## src/rtl/i2cms_pkg.sv

```systemverilog
// Types, command codes and phase update helpers for the I2C master byte sequencer.
`timescale 1ns / 1ps

package i2cms_pkg;

	localparam int BYTE_BITS = 8;
	localparam int HP_W = 16;
	localparam int TMO_W = 8;
	localparam int CFG_W = 16;

	localparam logic [HP_W-1:0] HALF_PERIOD_RST = 16'd5;
	localparam logic [TMO_W-1:0] ACK_TIMEOUT_RST = 8'd250;

	localparam logic [0:0] REG_HALF_PERIOD = 1'b0;
	localparam logic [0:0] REG_ACK_TIMEOUT = 1'b1;

	localparam logic [2:0] KIND_START = 3'd0;
	localparam logic [2:0] KIND_STOP = 3'd1;
	localparam logic [2:0] KIND_WRITE = 3'd2;
	localparam logic [2:0] KIND_READ = 3'd3;
	localparam logic [2:0] KIND_ACK = 3'd4;
	localparam logic [2:0] KIND_NACK = 3'd5;
	localparam logic [2:0] KIND_WAIT = 3'd6;

	localparam logic [2:0] PH_0 = 3'd0;
	localparam logic [2:0] PH_1 = 3'd1;
	localparam logic [2:0] PH_2 = 3'd2;
	localparam logic [2:0] PH_3 = 3'd3;
	localparam logic [2:0] PH_5 = 3'd5;

	typedef struct packed {
		logic                 cmd_valid;
		logic [2:0]           kind;
		logic [BYTE_BITS-1:0] write_data;
		logic                 sda_in;
	} item_t;

	typedef struct packed {
		logic                 running;
		logic [2:0]           cmd;
		logic [2:0]           phase;
		logic [2:0]           bit_idx;
		logic [HP_W-1:0]      tick;
		logic [BYTE_BITS-1:0] shift;
		logic [TMO_W-1:0]     tmo;
		logic                 scl;
		logic                 sda;
		logic                 drv;
		logic                 ack_fail;
		logic [BYTE_BITS-1:0] rdata;
	} seq_state_t;

	typedef struct packed {
		logic                 scl_level;
		logic                 sda_level;
		logic                 sda_enable;
		logic                 busy_res;
		logic                 done_res;
		logic [BYTE_BITS-1:0] read_data;
		logic                 no_ack;
	} result_t;

	localparam seq_state_t STATE_RST = '{
		running: 1'b0, cmd: KIND_START, phase: PH_0, bit_idx: 3'd0, tick: '0,
		shift: '0, tmo: '0, scl: 1'b1, sda: 1'b1, drv: 1'b1, ack_fail: 1'b0,
		rdata: '0
	};

	// stop sequence: SCL low with SDA low, SCL high, then SDA high
	function automatic seq_state_t stop_phase(seq_state_t s, logic [2:0] sp);
		seq_state_t r;
		r = s;
		if (sp == PH_0) begin
			r.scl = 1'b0;
			r.sda = 1'b0;
			r.drv = 1'b1;
		end else if (sp == PH_1) begin
			r.scl = 1'b1;
		end else begin
			r.sda = 1'b1;
		end
		return r;
	endfunction

	// line levels on entry to phase p of the active command
	function automatic seq_state_t enter_phase(seq_state_t s, logic [2:0] p);
		seq_state_t r;
		logic [BYTE_BITS-1:0] sh;
		r = s;
		r.phase = p;
		r.tick = HP_W'(1);
		sh = {s.shift[BYTE_BITS-2:0], 1'b0};
		unique case (s.cmd)
			KIND_START: begin
				if (p == PH_0) begin
					r.scl = 1'b1;
					r.sda = 1'b1;
					r.drv = 1'b1;
				end else if (p == PH_1) begin
					r.sda = 1'b0;
				end else begin
					r.scl = 1'b0;
				end
			end
			KIND_STOP: r = stop_phase(r, p);
			KIND_ACK, KIND_NACK: begin
				if (p == PH_0) begin
					r.scl = 1'b0;
					r.drv = 1'b1;
					r.sda = (s.cmd == KIND_NACK);
				end else if (p == PH_1) begin
					r.scl = 1'b1;
				end else begin
					r.scl = 1'b0;
					r.sda = 1'b1;
				end
			end
			KIND_WRITE: begin
				if (p == PH_0) begin
					r.scl = 1'b0;
					r.drv = 1'b1;
					r.sda = s.shift[BYTE_BITS-1];
				end else if (p == PH_1) begin
					r.scl = 1'b1;
				end else begin
					r.scl = 1'b0;
					if (s.bit_idx != 3'(BYTE_BITS - 1)) begin
						r.shift = sh;
						r.sda = sh[BYTE_BITS-1];
					end
				end
			end
			KIND_READ: begin
				if (p == PH_0) begin
					r.scl = 1'b1;
					r.drv = 1'b0;
				end else begin
					r.scl = 1'b0;
				end
			end
			default: begin
				if (s.cmd == KIND_WAIT && p >= PH_3) begin
					r = stop_phase(r, p - PH_3);
				end else if (p == PH_0) begin
					r.scl = 1'b1;
					r.drv = 1'b0;
				end else if (p == PH_1) begin
					r.tmo = '0;
				end else begin
					r.scl = 1'b0;
				end
			end
		endcase
		return r;
	endfunction

endpackage

```

## src/rtl/i2cms_step.sv

```systemverilog
// Per-tick next-state and result logic of the I2C master byte sequencer.
`timescale 1ns / 1ps

module i2cms_step (
	input  i2cms_pkg::seq_state_t                cur,
	input  i2cms_pkg::item_t                     item,
	input  logic [i2cms_pkg::HP_W-1:0]           half_period,
	input  logic [i2cms_pkg::TMO_W-1:0]          ack_timeout,
	output i2cms_pkg::seq_state_t                nxt,
	output i2cms_pkg::result_t                   res
);

	logic [i2cms_pkg::HP_W-1:0] hp;
	logic                       done;
	logic [2:0]                 bit_inc;
	i2cms_pkg::seq_state_t      st;

	assign hp = (half_period == '0) ? i2cms_pkg::HP_W'(1) : half_period;
	assign bit_inc = cur.bit_idx + 3'd1;

	always_comb begin
		nxt = cur;
		st = cur;
		done = 1'b0;
		if (cur.running) begin
			if (cur.cmd == i2cms_pkg::KIND_WAIT && cur.phase == i2cms_pkg::PH_1) begin
				if (!item.sda_in) begin
					nxt = i2cms_pkg::enter_phase(cur, i2cms_pkg::PH_2);
				end else if (cur.tmo >= ack_timeout) begin
					nxt = i2cms_pkg::enter_phase(cur, i2cms_pkg::PH_3);
				end else begin
					nxt.tmo = cur.tmo + 1'b1;
				end
			end else if (cur.tick < hp) begin
				nxt.tick = cur.tick + 1'b1;
			end else begin
				unique case (cur.cmd)
					i2cms_pkg::KIND_WRITE: begin
						if (cur.phase == i2cms_pkg::PH_0) begin
							nxt = i2cms_pkg::enter_phase(cur, i2cms_pkg::PH_1);
						end else if (cur.phase == i2cms_pkg::PH_1) begin
							nxt = i2cms_pkg::enter_phase(cur, i2cms_pkg::PH_2);
						end else begin
							st.bit_idx = bit_inc;
							if (bit_inc == 3'd0) begin
								nxt = st;
								done = 1'b1;
							end else begin
								nxt = i2cms_pkg::enter_phase(st, i2cms_pkg::PH_1);
							end
						end
					end
					i2cms_pkg::KIND_READ: begin
						if (cur.phase == i2cms_pkg::PH_0) begin
							st.shift = {cur.shift[i2cms_pkg::BYTE_BITS-2:0], item.sda_in};
							nxt = i2cms_pkg::enter_phase(st, i2cms_pkg::PH_1);
						end else begin
							st.bit_idx = bit_inc;
							if (bit_inc == 3'd0) begin
								st.rdata = cur.shift;
								nxt = st;
								done = 1'b1;
							end else begin
								nxt = i2cms_pkg::enter_phase(st, i2cms_pkg::PH_0);
							end
						end
					end
					i2cms_pkg::KIND_WAIT: begin
						if (cur.phase == i2cms_pkg::PH_2) begin
							nxt.ack_fail = 1'b0;
							done = 1'b1;
						end else if (cur.phase == i2cms_pkg::PH_5) begin
							nxt.ack_fail = 1'b1;
							done = 1'b1;
						end else begin
							nxt = i2cms_pkg::enter_phase(cur, cur.phase + 3'd1);
						end
					end
					default: begin
						if (cur.phase >= i2cms_pkg::PH_2) begin
							done = 1'b1;
						end else begin
							nxt = i2cms_pkg::enter_phase(cur, cur.phase + 3'd1);
						end
					end
				endcase
				if (done) begin
					nxt.running = 1'b0;
					nxt.phase = i2cms_pkg::PH_0;
					nxt.tick = '0;
				end
			end
		end else if (item.cmd_valid && item.kind <= i2cms_pkg::KIND_WAIT) begin
			st.cmd = item.kind;
			st.bit_idx = 3'd0;
			st.running = 1'b1;
			if (item.kind == i2cms_pkg::KIND_WRITE) begin
				st.shift = item.write_data;
			end else if (item.kind == i2cms_pkg::KIND_READ) begin
				st.shift = '0;
			end
			nxt = i2cms_pkg::enter_phase(st, i2cms_pkg::PH_0);
		end
	end

	always_comb begin
		res.scl_level = nxt.scl;
		res.sda_level = nxt.drv ? nxt.sda : 1'b1;
		res.sda_enable = nxt.drv;
		res.busy_res = nxt.running;
		res.done_res = done;
		res.read_data = nxt.rdata;
		res.no_ack = nxt.ack_fail;
	end

endmodule

```

## src/rtl/i2c_master_byte_sequencer_top.sv

```systemverilog
// Top level of the I2C master byte sequencer: item register, state, result register.
`timescale 1ns / 1ps

// Each input item is one timer tick; one item is accepted per clock and gives one
// result item. An accepted item sits in the input register until the result register
// can take it; then the sequencer state and the result register update together, and
// its result shows from the result register. The input register takes a new item while
// the previous result waits; throughput drops only while out_ready is held low.
// Registers: index 0 half_period (ticks per SCL half phase, reset 5), index 1
// ack_timeout (high SDA ticks tolerated in wait-ack, reset 250). Write them only
// while the block is idle.

module i2c_master_byte_sequencer_top (
	input  logic                                  clk,
	input  logic                                  arst_n,
	input  logic                                  cfg_we,
	input  logic [0:0]                            cfg_index,
	input  logic [i2cms_pkg::CFG_W-1:0]           cfg_data,
	input  logic                                  in_valid,
	output logic                                  in_ready,
	input  logic                                  cmd_valid,
	input  logic [2:0]                            kind,
	input  logic [i2cms_pkg::BYTE_BITS-1:0]       write_data,
	input  logic                                  sda_in,
	output logic                                  out_valid,
	input  logic                                  out_ready,
	output logic                                  scl_level,
	output logic                                  sda_level,
	output logic                                  sda_enable,
	output logic                                  busy_res,
	output logic                                  done_res,
	output logic [i2cms_pkg::BYTE_BITS-1:0]       read_data,
	output logic                                  no_ack
);

	logic [i2cms_pkg::HP_W-1:0]  half_period_q;
	logic [i2cms_pkg::TMO_W-1:0] ack_timeout_q;
	i2cms_pkg::item_t            item_s1;
	logic                        valid_s1;
	i2cms_pkg::seq_state_t       state_q;
	i2cms_pkg::seq_state_t       state_nxt;
	i2cms_pkg::result_t          res_nxt;
	i2cms_pkg::result_t          res_q;
	logic                        out_valid_q;
	logic                        adv;
	logic                        take;

	assign adv = valid_s1 && (!out_valid_q || out_ready);
	assign in_ready = !valid_s1 || adv;
	assign take = in_valid && in_ready;

	always_ff @(posedge clk or negedge arst_n) begin
		if (!arst_n) begin
			half_period_q <= i2cms_pkg::HALF_PERIOD_RST;
			ack_timeout_q <= i2cms_pkg::ACK_TIMEOUT_RST;
		end else if (cfg_we) begin
			unique case (cfg_index)
				i2cms_pkg::REG_HALF_PERIOD: half_period_q <= cfg_data;
				i2cms_pkg::REG_ACK_TIMEOUT: ack_timeout_q <= cfg_data[i2cms_pkg::TMO_W-1:0];
				default: ;
			endcase
		end
	end

	always_ff @(posedge clk or negedge arst_n) begin
		if (!arst_n) begin
			valid_s1 <= 1'b0;
		end else if (take) begin
			valid_s1 <= 1'b1;
		end else if (adv) begin
			valid_s1 <= 1'b0;
		end
	end

	always_ff @(posedge clk) begin
		if (take) begin
			item_s1 <= '{cmd_valid: cmd_valid, kind: kind, write_data: write_data,
				sda_in: sda_in};
		end
	end

	i2cms_step u_step (
		.cur         (state_q),
		.item        (item_s1),
		.half_period (half_period_q),
		.ack_timeout (ack_timeout_q),
		.nxt         (state_nxt),
		.res         (res_nxt)
	);

	always_ff @(posedge clk or negedge arst_n) begin
		if (!arst_n) begin
			state_q <= i2cms_pkg::STATE_RST;
		end else if (adv) begin
			state_q <= state_nxt;
		end
	end

	always_ff @(posedge clk or negedge arst_n) begin
		if (!arst_n) begin
			out_valid_q <= 1'b0;
		end else if (adv) begin
			out_valid_q <= 1'b1;
		end else if (out_ready) begin
			out_valid_q <= 1'b0;
		end
	end

	always_ff @(posedge clk) begin
		if (adv) begin
			res_q <= res_nxt;
		end
	end

	assign out_valid = out_valid_q;
	assign scl_level = res_q.scl_level;
	assign sda_level = res_q.sda_level;
	assign sda_enable = res_q.sda_enable;
	assign busy_res = res_q.busy_res;
	assign done_res = res_q.done_res;
	assign read_data = res_q.read_data;
	assign no_ack = res_q.no_ack;

	a_done_not_busy: assert property (@(posedge clk) disable iff (!arst_n)
		out_valid_q && res_q.done_res |-> !res_q.busy_res)
		else $error("completed item still reports busy");

	a_state_hold: assert property (@(posedge clk) disable iff (!arst_n)
		!adv |=> $stable(state_q))
		else $error("sequencer state moved without an item");

	a_idle_clean: assert property (@(posedge clk) disable iff (!arst_n)
		!state_q.running |-> state_q.phase == i2cms_pkg::PH_0 && state_q.tick == '0)
		else $error("idle sequencer holds phase or tick count");

endmodule

```

## config.mk

```make
export PLATFORM = sky130hd
export DESIGN_NAME = i2c_master_byte_sequencer_top
export DESIGN_NICKNAME = d
export VERILOG_FILES = /design/src/rtl/i2cms_pkg.sv /design/src/rtl/i2cms_step.sv /design/src/rtl/i2c_master_byte_sequencer_top.sv
export SDC_FILE = /design/constraint.sdc
export NUM_CORES = 1
export LEC_CHECK = 0
export ABC_AREA = 1
export ABC_CLOCK_PERIOD_IN_PS = 3100
export BUFFER_PORTS_ARGS = -buffer_cell sky130_fd_sc_hd__buf_2
export CORE_ASPECT_RATIO = 0.7
export CORE_MARGIN = 5
export CORE_UTILIZATION = 52
export CTS_CLUSTER_SIZE = 14
export DETAILED_ROUTE_END_ITERATION = 6
export GPL_ROUTABILITY_DRIVEN = 0
export PLACE_DENSITY = 0.68
export SLEW_MARGIN = 30
export SYNTH_ARGS = -nofsm -noshare
export SYNTH_HDL_FRONTEND = slang
export SYNTH_HIERARCHICAL = 1
export SYNTH_SLANG_ARGS = --single-unit
export TNS_END_PERCENT = 100
```

## constraint.sdc

```tcl
create_clock -name clk -period 3.1 [get_ports clk]
set_input_delay 0.31 -clock clk [delete_from_list [all_inputs] [get_ports clk]]
set_output_delay 0.31 -clock clk [all_outputs]
set_load 0.01 [all_outputs]
```

Word level (Yosys, flattened, before mapping)
Index checks and enable logic that the tools add are counted.

word-level totals
  register bits after elaboration = 107
  bits of input ports = 35
  output and inout bits = 16
  logic and storage cells = 206

operators by class
  mux-type cells = 79
  eq/ne operators = 49
  $add $sub $neg = 5
  reduce and logical (&&, ||, !) cells = 38
  bitwise gates (word level) = 2
  $lt $le $gt $ge = 5

operators with widths
  cell                                                                   count
  54-bit two-way mux                                                     7
  54-bit case mux with 3 select lines                                    1
  50-bit two-way mux                                                     3
  41-bit two-way mux                                                     2
  8-bit two-way mux                                                      8
  16-bit two-way mux                                                     3
  1-bit two-way mux                                                      36
  30-bit two-way mux                                                     1
  28-bit two-way mux                                                     1
  9-bit AND reduction                                                    3
  10-bit two-way mux                                                     2
  10-bit AND reduction                                                   2
  3-bit equality test, second input constant                             6
  3-bit zero test                                                        6
  6-bit by 4-bit != test with 1-bit output, second input constant        3
  16-bit by 1-bit adder with 16-bit output, second input constant        1
  16-bit zero test                                                       1
  16-bit < comparator                                                    1
  3-bit by 1-bit equality test with 1-bit output, second input constant  5
  3-bit by 2-bit equality test with 1-bit output, second input constant  5
  1-bit case mux with 3 select lines                                     5
  7-bit by 4-bit != test with 1-bit output, second input constant        2
  12-bit two-way mux                                                     1
  3-bit by 2-bit != test with 1-bit output, second input constant        4
  38 further kinds                                                       69

Longest topological paths before layout
  word-level depth = 14
  mapped depth = 23
  depth with buffers taken out = 22

By module
The synthesis kept the hierarchy.

modules (own cells, without submodules)
  module                         seq. area each (µm²)  area each (µm²)  cells each  times used
  i2c_master_byte_sequencer_top  2,826.5               4,012.6          367         1
  i2cms_step                     0.0                   3,714.8          687         1

Least setup slack after synthesis
Ideal clock, no wire load.

  kind = register to register
  start point = register state_q[47] (netlist name)
  end point = register res_q (netlist bit sda_enable) (data pin)
  data required time = 2,849 ps
  stages on the path, launching flop included = 19
  period minus slack after synthesis = 2,489 ps
  slack = 611 ps
  arrival time = 2,238 ps
  library setup time = 251 ps
  cell sequence = dfrtp_1 -> ha_1 -> xnor2_4 -> ha_1 -> a21oi_2 -> a21oi_4 -> inv_1 -> nand2_1 -> nand2_1 -> nand3_1 -> o21ai_1 -> nand2_1 -> nand2_1 -> nand2_1 -> nand2_1 -> nand2_1 -> nand3_1 -> nand2_1 -> buf_4

RTL lines
  element                 line                                  source
  from (decl)             i2c_master_byte_sequencer_top.sv:40   i2cms_pkg::seq_state_t state_q;
  from (signal assigned)  i2c_master_byte_sequencer_top.sv:93   state_q <= i2cms_pkg::STATE_RST;
  from (signal assigned)  i2c_master_byte_sequencer_top.sv:95   state_q <= state_nxt;
  to (signal assigned)    i2c_master_byte_sequencer_top.sv:111  res_q <= res_nxt;
  to (decl)               i2c_master_byte_sequencer_top.sv:43   i2cms_pkg::result_t res_q;

==> metrics.cfg <==
[clock_network]
ctsHtreeMaxLevel = 3
cts_inserted_buffers = 9
clockBufferDepth = 2
clock_tree_from_tritoncts = built
cts_hold_buffers = 0
clock_sink_count = 107
cts.reportedPaths.clkPinSlew_ns = 0.08
insertion_delay_ns = 0.36
clk_root_buffer_cell = sky130_fd_sc_hd__clkbuf_16

[route]
drt-pass1-iter-count = 5
routed_wl_um = 20300
drt-initial-drc-count = 749
drt.antenna.violating_nets = 0
via_count = 7104
routed_wire_length_per_instance_um = 15.9
via_per_inst = 5.57
drc = 0

[yosys]
syn_inst = 1054
synthFlopType = sky130_fd_sc_hd__dfrtp_1
synth.ff_latch_count = 107
synthesis.nets = 1124
yosys_warnings = 6
async_flop_share_pct = 74.8
syn_area_mm2 = 0.00773
syn_avg_cell_area_um2 = 7.33
synth_edf_count = 27
synth_sequential_area_ratio_pct = 36.6
number_of_unique_standard_cell_types_used_by_synthesis = 52

[timing]
max_clock_freq_mhz = 350
hold_viol = 9
timing_worst_slew_pin_value_ns = 0.758
setup_repair_after_global_routing_missed_its_margin = no
max-slew-margin-rel_pct = 49.4
post-route-period-util_pct = 92.2
timing.final.crit_period_ns = 2.86
final_setup_fails = 0
final_layout_worst_hold_slack_ns = -0.00802
finClkSkew_ns = 0.00865
tns_ns = 0
total_count_of_max_transition_violations_in_the_final_report = 0

[placed_design]
post_dp_cell_area_mm2 = 0.00795
hpwl_um = 14100
port_buffers = 50

[setup_path]
cp_top_family = simple AND/OR/NAND/NOR gates
setup.worst_path.class = reg -> reg
rr_worst_depth = 14
worstPathCellList = inv_1 -> ha_1 -> inv_1 -> nor2_2 -> inv_2 -> nor2_1 -> inv_2 -> o22ai_1 -> a21oi_1 -> o21ai_1 -> nand2_1 -> nand2_1 -> nand3_1 -> nand2_1
reg2reg_slack_ns = 0.24
cp_slowest_stage_delay_ns = 0.51
critical_path_arrival_ns = 3.16
cpMostUsedCell = sky130_fd_sc_hd__nand2_1
wp_depth = 14
critical_path.slowest_cell = sky130_fd_sc_hd__dfrtp_1
critical_path_required_ns = 3.40
worstSetupEndpointType = flip-flop
worst-path-buf-inv = 4
path_max_fanout = 10
start_kind = flip-flop

[global_routing]
grt.overflow.total = 0
grt_pass1_wl_um = 33700
grt.total_usage_pct = 23.8
use_met1_pct = 38.0
grt.met3_usage_pct = 5.21
grt_start_max_net_pins = 56
grtUsageMet2_pct = 32.5
first_global_vias = 6494
grt.busiest_layer = met1
grt_antenna_before_repair = 0

[finish]
fin_area_mm2 = 0.00824
final_antenna_diode_count = 0
layout.nets = 1145
layout_cells_sized_above_1_pct = 13.6
area.growth.synth_to_final_pct = 6.67
filler_cell_count = 1418

[die]
die_area_mm2 = 0.0174
die_width_um = 156
area_of_the_core_mm2 = 0.0146
initial_core_util_pct = 52.8
std_cell_rows = 37
die_h_um = 112
design.portCount = 51

[power_and_ir_drop]
max-vdd-ir-drop_mv = 0.301
power_density_mw_per_mm2 = 835
cellLeakagePower_nw = 4.03
total_power_mw = 6.88

[job]
timing.max_cap.violations = 0

[hold_path]
worstHoldPathType = in -> async

[run_status]
failed_checks = negative hold slack
status = finished with violations

-- cell usage after synthesis, drive strengths merged (3+ instances only) --
cell,count,area share [%]
a211oi,6,0.65
inv,114,5.5
dfstp,11,3.7
edfxtp,27,10
nand4,6,0.49
nor2,67,3.9
o211ai,12,1.2
a32oi,8,0.91
a221oi,9,1.0
nand3b,4,0.39
ha,35,5.7
o22ai,5,0.40
buf,48,4.8
o21ai,57,3.7
xor2,4,0.45
a31oi,5,0.40
o21a,4,0.39
nor3,9,0.91
xnor2,4,0.70
a22oi,4,0.39
nand3,104,7.1
dfrtp,69,22
nand2,334,17
a21oi,83,5.7
o221ai,3,0.34
clkbuf,9,0.44
-- per-stage QoR --
| step | utilization, % | worst slack (ns) | hold WS [ns] | instances |
|---|---|---|---|---|
| 5_1_grt | 56.3 | 0.00168 | 0.0275 | 1275 |
| 2_1_floorplan | - | 0.611 | 0.0144 | 1054 |
| 3_5_place_dp | 54.3 | 0.249 | 0.397 | 1259 |
| 6_report | 56.3 | 0.242 | -0.00802 | 1275 |
| 3_3_place_gp | 54.3 | 0.282 | 0.402 | 1259 |
| 4_1_cts | 56.3 | 0.226 | 0.00890 | 1275 |
-- final timing paths --
check / startpoint / end
worst max register to register: state_q[47] / state_q[20]
worst min-delay path: arst_n / state_q[51]
worst min register to register: state_q[0] / state_q[0]
worst max-delay path: state_q[47] / state_q[20]
min in group clk: write_data[0] / item_s1[1]
max in group asynchronous: arst_n / half_period_q[2]
-- layout make-up --
type / count / area [um2] / share of cell area [%]
flip-flops and latches: 107 / 2830 / 34.3
inverters: 116 / 435 / 5.28
repair buffers: 67 / 380 / 4.61
well taps: 195 / 244 / 2.96
clock inverters: 7 / 63.8 / 0.774
clock buffers: 9 / 225 / 2.73
multi-input cells: 774 / 4070 / 49.3
-- power by group --
group / switching [mW] / internal [mW] / total (mW)
logic: 2.33 / 1.19 / 3.52
registers: 0.439 / 1.79 / 2.23
clock network: 0.572 / 0.561 / 1.13
total: 3.34 / 3.55 / 6.88
-- kinds of logic (layout without fill, tap and decap cells) --
| logic type | count (synthesis) | after routing | synth area share [%] |
|---|---|---|---|
| adder cells (fa/ha/maj) | 35 | 35 | 5.67 |
| buffers and inverters | 173 | 199 | 10.9 |
| flip-flops | 107 | 107 | 36.6 |
| XOR/XNOR | 8 | 8 | 1.15 |
| AO/OA/AOI/OAI | 205 | 205 | 16.0 |
| AND/OR/NAND/NOR | 526 | 526 | 29.7 |
-- placed cells by master, fill, tap and decap left out, types with 6 or more instances in the layout --
cell,count
sky130_fd_sc_hd__ha_1,34
sky130_fd_sc_hd__nand3_1,99
sky130_fd_sc_hd__nor2_1,58
sky130_fd_sc_hd__o21ai_0,29
sky130_fd_sc_hd__o211ai_1,12
sky130_fd_sc_hd__inv_1,106
sky130_fd_sc_hd__dfrtp_1,67
sky130_fd_sc_hd__a21oi_1,79
sky130_fd_sc_hd__dfstp_2,11
sky130_fd_sc_hd__buf_2,49
sky130_fd_sc_hd__clkbuf_16,9
sky130_fd_sc_hd__a221oi_1,9
sky130_fd_sc_hd__buf_4,18
sky130_fd_sc_hd__a32oi_1,8
sky130_fd_sc_hd__nand2_2,12
sky130_fd_sc_hd__o21ai_1,28
sky130_fd_sc_hd__nand2_1,320
sky130_fd_sc_hd__edfxtp_1,27
sky130_fd_sc_hd__nand4_1,6
sky130_fd_sc_hd__inv_2,8
-- what timing repair did --
action,CTS,global route
setup buffers,0,0
gates resized for setup,0,1
setup endpoints to repair,0,1
-- flip-flops by register name, summed over array words and instances (netlist names) --
signal and cells:
no_ack 1, half_period_q 16, sda_enable 1, valid_s1 1
sda_level 1, read_data 8, scl_level 1, state_q 54
done_res 1, busy_res 1, out_valid 1, item_s1 13
ack_timeout_q 8
-- routing by layer --
layer | wire length [um] | part of all wire, %
met1 | 10300 | 51
met2 | 8030 | 40
met4 | 236 | 1.2
met3 | 1660 | 8.2
met5 | 0 | 0
Note: power is estimated with default switching activity, not from simulation.
